### config.mk
export PLATFORM = sky130hd
export DESIGN_NAME = nmea_gga_rmc_field_parser_top
export DESIGN_NICKNAME = d
export VERILOG_FILES = /design/src/hdl/ngrp_pkg.sv /design/src/hdl/nmea_gga_rmc_field_parser_top.sv /design/src/hdl/ngrp_core.sv
export SDC_FILE = /design/constraint.sdc
export NUM_CORES = 1
export LEC_CHECK = 0
export BUFFER_PORTS_ARGS = -buffer_cell sky130_fd_sc_hd__clkbuf_2
export CAP_MARGIN = 20
export CORE_UTILIZATION = 30
export CTS_CLUSTER_SIZE = 24
export DETAILED_ROUTE_END_ITERATION = 8
export PLACE_DENSITY = 0.45
export SLEW_MARGIN = 10
export SYNTH_ARGS = -nofsm -noshare
export SYNTH_HDL_FRONTEND = slang
export SYNTH_SLANG_ARGS = --single-unit
### constraint.sdc
create_clock -name clk_i -period 10.64 [get_ports clk_i]
set_clock_uncertainty 0.2 [all_clocks]
set_input_delay 0.532 -clock clk_i [delete_from_list [all_inputs] [get_ports clk_i]]
set_output_delay 0.532 -clock clk_i [all_outputs]
set_load 0.005 [all_outputs]
### src/hdl/ngrp_pkg.sv
// Shared types, character codes and the field selection table of the NMEA field parser.
package ngrp_pkg;

  // ASCII characters that steer the parser.
  localparam logic [7:0] CH_DOLLAR = 8'h24;
  localparam logic [7:0] CH_STAR   = 8'h2A;
  localparam logic [7:0] CH_COMMA  = 8'h2C;
  localparam logic [7:0] CH_G      = 8'h47;
  localparam logic [7:0] CH_P      = 8'h50;
  localparam logic [7:0] CH_L      = 8'h4C;
  localparam logic [7:0] CH_S      = 8'h53;
  localparam logic [7:0] CH_N      = 8'h4E;
  localparam logic [7:0] CH_R      = 8'h52;
  localparam logic [7:0] CH_M      = 8'h4D;
  localparam logic [7:0] CH_C      = 8'h43;
  localparam logic [7:0] CH_A      = 8'h41;

  localparam int unsigned CNT_MAX = 15;

  typedef enum logic [1:0] {
    EV_CHAR = 2'd0,
    EV_END  = 2'd1,
    EV_OVF  = 2'd2
  } event_e;

  typedef enum logic [1:0] {
    HK_REJECT = 2'd0,
    HK_GGA    = 2'd1,
    HK_RMC    = 2'd2,
    HK_MATCH  = 2'd3
  } header_e;

  typedef enum logic [2:0] {
    FID_TIME = 3'd0,
    FID_LAT  = 3'd1,
    FID_LON  = 3'd2,
    FID_FIX  = 3'd3,
    FID_ALT  = 3'd4,
    FID_SPD  = 3'd5,
    FID_DATE = 3'd6
  } field_e;

  typedef struct packed {
    logic       hit;
    field_e     fid;
    logic [3:0] limit;
  } field_sel_t;

  // One result word as it leaves the parse logic.
  typedef struct packed {
    event_e     event_kind;
    logic [1:0] sentence_kind;
    logic [2:0] field_id;
    logic [3:0] char_index;
    logic [7:0] char_value;
    logic       batch_complete;
  } result_t;

  // Which field, if any, starts after the given number of commas.
  function automatic field_sel_t select_field(header_e hk, logic [3:0] commas);
    field_sel_t s;
    s = '{hit: 1'b0, fid: FID_TIME, limit: 4'd0};
    if (hk == HK_GGA) begin
      case (commas)
        4'd1: s = '{hit: 1'b1, fid: FID_TIME, limit: 4'd8};
        4'd2: s = '{hit: 1'b1, fid: FID_LAT,  limit: 4'd9};
        4'd4: s = '{hit: 1'b1, fid: FID_LON,  limit: 4'd10};
        4'd6: s = '{hit: 1'b1, fid: FID_FIX,  limit: 4'd1};
        4'd9: s = '{hit: 1'b1, fid: FID_ALT,  limit: 4'd5};
        default: s.hit = 1'b0;
      endcase
    end else if (hk == HK_RMC) begin
      case (commas)
        4'd7: s = '{hit: 1'b1, fid: FID_SPD,  limit: 4'd5};
        4'd9: s = '{hit: 1'b1, fid: FID_DATE, limit: 4'd6};
        default: s.hit = 1'b0;
      endcase
    end
    return s;
  endfunction

  // Sentence kind as reported: only a header recognised as GGA or RMC counts; an open match reports as rejected.
  function automatic logic [1:0] kind_of(header_e hk);
    return (hk == HK_GGA || hk == HK_RMC) ? 2'(hk) : 2'(HK_REJECT);
  endfunction

endpackage

### src/hdl/nmea_gga_rmc_field_parser_top.sv
// Top level of the NMEA GGA/RMC field parser: input and output registers around the core.
//
// The input channel takes one received ASCII character per word (rx_byte_i with
// in_valid_i / in_stall_o). The output channel gives at most one word per input
// character (out_valid_o / out_stall_i): a field character of a selected GGA or
// RMC field, a sentence end on '*', or an overflow when a sentence runs past
// LINE_LEN stored characters. Characters outside the selected fields, commas,
// header bytes and bytes between sentences give no output word.
// A character accepted into the input register is parsed from that register, and
// its output word is captured in the output register when the parse stage steps.
// One character is accepted per cycle, sustained, for as long as the output
// side keeps up; the input register, the parse logic and the output register
// form two stages, so a waiting output word does not stop the next character
// from being taken in.
// When out_stall_i is high with a word waiting, the word holds and in_stall_o
// rises once the input register is also full.
// Reset clears the sentence state, the line counter and both valid flags; no
// sentence is open after reset until a '$' arrives.
module nmea_gga_rmc_field_parser_top #(
  parameter int unsigned LINE_LEN = 128,
  parameter int unsigned LINES    = 8
) (
  input  logic       clk_i,
  input  logic       rst_ni,
  input  logic       in_valid_i,
  output logic       in_stall_o,
  input  logic [7:0] rx_byte_i,
  output logic       out_valid_o,
  input  logic       out_stall_i,
  output logic [1:0] event_kind_o,
  output logic [1:0] sentence_kind_o,
  output logic [2:0] field_id_o,
  output logic [3:0] char_index_o,
  output logic [7:0] char_value_o,
  output logic       batch_complete_o
);
  import ngrp_pkg::*;

  logic       in_valid_q;
  logic [7:0] in_byte_q;
  logic       out_valid_q;
  result_t    out_q;
  logic       step;
  logic       has_result;
  result_t    result;
  logic       accept;

  // The parse stage moves on when the output register is empty or being read.
  assign step       = in_valid_q && (!out_valid_q || !out_stall_i);
  assign in_stall_o = in_valid_q && !step;
  assign accept     = in_valid_i && !in_stall_o;

  ngrp_core #(
    .LINE_LEN(LINE_LEN),
    .LINES   (LINES)
  ) u_core (
    .clk_i       (clk_i),
    .rst_ni      (rst_ni),
    .step_i      (step),
    .byte_i      (in_byte_q),
    .has_result_o(has_result),
    .result_o    (result)
  );

  always_ff @(posedge clk_i or negedge rst_ni) begin
    if (!rst_ni) begin
      in_valid_q  <= 1'b0;
      out_valid_q <= 1'b0;
    end else begin
      if (accept) begin
        in_valid_q <= 1'b1;
      end else if (step) begin
        in_valid_q <= 1'b0;
      end
      if (step) begin
        out_valid_q <= has_result;
      end else if (!out_stall_i) begin
        out_valid_q <= 1'b0;
      end
    end
  end

  always_ff @(posedge clk_i) begin
    if (accept) in_byte_q <= rx_byte_i;
    if (step && has_result) out_q <= result;
  end

  assign out_valid_o      = out_valid_q;
  assign event_kind_o     = 2'(out_q.event_kind);
  assign sentence_kind_o  = out_q.sentence_kind;
  assign field_id_o       = out_q.field_id;
  assign char_index_o     = out_q.char_index;
  assign char_value_o     = out_q.char_value;
  assign batch_complete_o = out_q.batch_complete;

endmodule

### src/hdl/ngrp_core.sv
// Sentence state registers and the single-pass parse logic for one byte.
module ngrp_core #(
  parameter int unsigned LINE_LEN = 128,
  parameter int unsigned LINES    = 8
) (
  input  logic            clk_i,
  input  logic            rst_ni,
  input  logic            step_i,
  input  logic [7:0]      byte_i,
  output logic            has_result_o,
  output ngrp_pkg::result_t result_o
);
  import ngrp_pkg::*;

  localparam int unsigned LC_W = (LINES > 1) ? $clog2(LINES) : 1;
  localparam logic [7:0] LINE_LEN_C = 8'(LINE_LEN);

  logic            in_sent_q, in_sent_d;
  logic [7:0]      pos_q, pos_d;
  logic [3:0]      commas_q, commas_d;
  logic [3:0]      fcc_q, fcc_d;
  header_e         hk_q, hk_d;
  logic [LC_W-1:0] lc_q, lc_d;

  header_e    hk_new;
  field_sel_t sel;

  // Header check on the characters that follow the dollar sign.
  function automatic header_e match_header(logic [7:0] pos, logic [7:0] c, header_e hk);
    header_e r;
    r = hk;
    case (pos)
      8'd1: if (hk == HK_MATCH && c != CH_G) r = HK_REJECT;
      8'd2: if (hk == HK_MATCH && !(c inside {CH_P, CH_L, CH_S, CH_N})) r = HK_REJECT;
      8'd3: begin
        if (hk == HK_MATCH) begin
          r = (c == CH_G) ? HK_GGA : (c == CH_R) ? HK_RMC : HK_REJECT;
        end
      end
      8'd4: if ((hk == HK_GGA && c != CH_G) || (hk == HK_RMC && c != CH_M)) r = HK_REJECT;
      8'd5: if ((hk == HK_GGA && c != CH_A) || (hk == HK_RMC && c != CH_C)) r = HK_REJECT;
      default: if (hk == HK_MATCH) r = HK_REJECT;
    endcase
    return r;
  endfunction

  always_comb begin
    in_sent_d    = in_sent_q;
    pos_d        = pos_q;
    commas_d     = commas_q;
    fcc_d        = fcc_q;
    hk_d         = hk_q;
    lc_d         = lc_q;
    has_result_o = 1'b0;
    result_o     = '0;
    hk_new       = match_header(pos_q, byte_i, hk_q);
    sel          = select_field(hk_new, commas_q);

    if (byte_i == CH_DOLLAR) begin
      in_sent_d = 1'b1;
      pos_d     = 8'd1;
      commas_d  = '0;
      fcc_d     = '0;
      hk_d      = HK_MATCH;
    end else if (in_sent_q) begin
      if (byte_i == CH_STAR) begin
        has_result_o        = 1'b1;
        result_o.event_kind = EV_END;
        if (32'(lc_q) + 32'd1 >= 32'(LINES)) begin
          lc_d                    = '0;
          result_o.batch_complete = 1'b1;
        end else begin
          lc_d = lc_q + 1'b1;
        end
        if (hk_q == HK_MATCH) hk_d = HK_REJECT;
        result_o.sentence_kind = kind_of(hk_q);
        in_sent_d = 1'b0;
      end else if (pos_q >= LINE_LEN_C) begin
        // The sentence is too long to store: drop it and report.
        has_result_o           = 1'b1;
        result_o.event_kind    = EV_OVF;
        result_o.sentence_kind = kind_of(hk_q);
        if (hk_q == HK_MATCH) hk_d = HK_REJECT;
        in_sent_d = 1'b0;
      end else begin
        hk_d  = hk_new;
        pos_d = pos_q + 8'd1;
        if (byte_i == CH_COMMA) begin
          if (commas_q != 4'(CNT_MAX)) commas_d = commas_q + 4'd1;
          fcc_d = '0;
        end else if (sel.hit && fcc_q < sel.limit) begin
          has_result_o           = 1'b1;
          result_o.event_kind    = EV_CHAR;
          result_o.sentence_kind = kind_of(hk_new);
          result_o.field_id      = 3'(sel.fid);
          result_o.char_index    = fcc_q;
          result_o.char_value    = byte_i;
          fcc_d                  = fcc_q + 4'd1;
        end else if (fcc_q != 4'(CNT_MAX)) begin
          fcc_d = fcc_q + 4'd1;
        end
      end
    end
  end

  always_ff @(posedge clk_i or negedge rst_ni) begin
    if (!rst_ni) begin
      in_sent_q <= 1'b0;
      pos_q     <= '0;
      commas_q  <= '0;
      fcc_q     <= '0;
      hk_q      <= HK_REJECT;
      lc_q      <= '0;
    end else if (step_i) begin
      in_sent_q <= in_sent_d;
      pos_q     <= pos_d;
      commas_q  <= commas_d;
      fcc_q     <= fcc_d;
      hk_q      <= hk_d;
      lc_q      <= lc_d;
    end
  end

endmodule
==> qor.csv <==
metric;value;unit
drive_gt1_frac;0.1748;
grt_pass1_wl;10.48;mm
synth_warnings;0;
hold_buffers;0;
multiInputGateArea;0.001363;mm²
cts_tree;done;
p_per_area;171.6;mW/mm²
maxSlewViolCount;0;
wire_per_inst;14.71;µm
startpoint;u_core.pos_q[5];
worst_slew_pin_slew;0.9693;ns
via_per_inst;4.943;
std_cell_rows;35;
cts_buffer_depth;2;
grt_remaining_overflow;0;
antenna_found_initial;0;
post_cts_buffers;0;
fin_crit_sh;0.4998;
numCtsBuffers;5;
layout_commonest_cell;clkbuf_2;
cts_resized;0;
core_area;0.009284;mm²
synthArstFlopShare;0.4615;
placed_cells;429;
r2r_start;u_core.pos_q[5];
cts-root-buf;clkbuf_8;
critPathRequiredTime;10.61;ns
port-buffer-count;33;
track_usage;0.1360;
syn_inst;277;
critPathMaxFanout;15;
grt_max_degree;25;
drc_errors;0;
synthesis.area;0.002890;mm²
wirelength;6.445;mm
seq_area;0.001441;mm²
design.die.area;0.01003;mm²
fin_crit;5.318;ns
io_pins;34;
antenna_cells;0;
avgSynthCellArea;10.43;µm²
vias;2165;
finalSetupViolCount;0;
p_leak;1.405;nW
end_kind;flip-flop;
postSynthNetCount;302;
yosysSeqAreaShare;0.4987;
totalNegativeSetupSlack;0;ns
layoutNonFillerInstCount;438;
synth_edf_count;28;
arrival;5.29;ns
cts.sinks;52;
peakVddDrop;0.06921;mV
htree_levels;2;
clk_latency;0.30;ns
fin_nets;333;
rsz0062_at_grt;false;
drtPass1Iterations;4;
hpwl;4.734;mm
die_w;100.2;µm
layout.cells.most_common_list;clkbuf_2 (33), edfxtp_1 (28), nor2_1 (25);
finalHoldViolations;0;
grt_pass1_vias;2053;
dieHeight;100.2;µm
status;finished, final reports clean;
initial_utilization;0.3113;
start_kind;flip-flop;
hold_class;in -> async;
fmax;188.1;MHz
crit_type;reg -> reg;
drt_first_iter_violations;100;
max-slew-margin-rel;0.3484;
maxCapViolCount;0;
gp_congestion;0.8161;
area_delta_synth_final;13.98;%
yosys_register_bits;52;
detail-route-antenna-nets;0;
nFillCells;973;
cts.clk_slew.worst_paths;0.09;ns
total_power;0.5653;mW
yosysUniqueCellTypes;57;
synth_flop_cell;edfxtp_1;
-- synth_stat cells (2+ instances only) --
cell | n | area [µm²]
or4_1 | 3 | 22.52
nand2b_1 | 4 | 25.02
o21ai_0 | 13 | 65.06
edfxtp_1 | 28 | 840.8
a31oi_1 | 4 | 25.02
a22o_1 | 4 | 35.03
nand4_1 | 9 | 56.30
nor2b_1 | 4 | 25.02
inv_1 | 9 | 33.78
dfrtp_1 | 24 | 600.6
and3b_1 | 5 | 43.79
nor4_1 | 5 | 31.28
nor4b_1 | 2 | 17.52
nor2_1 | 25 | 93.84
nor3_1 | 6 | 30.03
xor2_1 | 6 | 52.55
mux2i_1 | 2 | 20.02
mux2_2 | 2 | 22.52
nand3_1 | 14 | 70.07
nand2_1 | 20 | 75.07
nor3b_1 | 3 | 22.52
a21oi_1 | 12 | 60.06
ha_1 | 13 | 162.7
clkbuf_1 | 8 | 30.03
a21o_1 | 3 | 22.52
and2_1 | 13 | 81.33
and3_1 | 2 | 12.51
xnor2_1 | 2 | 17.52
buf_2 | 3 | 15.01
nand4b_1 | 2 | 17.52
-- report_power, final --
group	leakage (nW)	switching [mW]	internal (mW)	total [mW]
Clock	0.0515	0.0651	0.0595	0.125
Combinational	0.741	0.102	0.0756	0.177
Sequential	0.612	0.0348	0.229	0.263
Total	1.41	0.201	0.364	0.565
-- routing by layer --
layer	track usage	wire length [µm]	up-vias	share of wire
li1	-	-	1089	-
met1	0.1791	3056	1038	0.47
met2	0.2260	3156	31	0.49
met3	0.02368	152	7	0.024
met4	0.04571	80	0	0.012
met5	0	0	-	0
-- logic make-up (layout without fill, tap and decap cells) --
| kind of cell | after synthesis | count (layout) | share of synthesized area |
|---|---|---|---|
| AND/OR/NAND/NOR | 126 | 126 | 0.2498 |
| multiplexers | 4 | 4 | 0.01472 |
| flip-flops | 52 | 52 | 0.4987 |
| XOR/XNOR | 8 | 8 | 0.02424 |
| adder cells (fa/ha/maj) | 13 | 13 | 0.05628 |
| buffers and inverters | 21 | 53 | 0.03117 |
| AO/OA/AOI/OAI | 53 | 53 | 0.1251 |
-- worst max-delay path: stages, from the launching register on --
cell	delay [ns]
dfrtp_1	0.44
or4_1	0.55
nor2_1	0.15
o311ai_1	0.14
nor3_1	0.52
nand3b_4	0.17
a21o_1	0.25
nor2_1	0.17
o311ai_0	0.17
ha_1	0.33
a41o_1	0.23
a21oi_1	0.15
and3b_1	0.20
a21oi_1	0.07
nand3_1	0.09
nand3_1	0.10
or3_1	0.49
nor3_4	0.52
a22o_1	0.25
-- area by class of cell --
type	instances	share of cell area
timing repair buffer	36	0.05925
sequential	52	0.4375
tap	129	0.04899
multi-input combinational	204	0.4136
clock buffer	8	0.03038
inverter	9	0.01025
-- path summary, 6_finish.rpt --
check / endpoint / slack [ns] / cells after the start
min in group clk_i: in_byte_q[6] / 0.19 / 1
hold / removal: u_core.pos_q[4] / 0.05 / 1
max in group asynchronous: u_core.hk_q[1] / 9.76 / 1
setup / recovery: sentence_kind_o[0] / 5.32 / 18
hold reg to reg: u_core.lc_q[2] / 0.30 / 1
setup reg to reg: sentence_kind_o[0] / 5.32 / 18
-- per-stage QoR --
stage | util | area, µm² | hold slack [ns] | setup slack (ns)
3_3_place_gp | 0.3425 | 3179 | 0.2627 | 4.881
4_1_cts | 0.3532 | 3279 | 0.07849 | 4.876
5_1_grt | 0.3549 | 3294 | 0.1001 | 4.884
3_5_place_dp | 0.3425 | 3179 | 0.2850 | 4.909
2_1_floorplan | - | 2890 | 0.03641 | 4.733
6_report | 0.3549 | 3294 | 0.04947 | 5.322
-- state kept, by name, summed over array words and instances, names as in the netlist, 3 cells and up --
signal and cells:
char_value_o 8, in_byte_q 8, u_core.pos_q 8, char_index_o 4, u_core.commas_q 4, u_core.fcc_q 4, field_id_o 3, u_core.lc_q 3
Power figures use the tool's default switching activity.
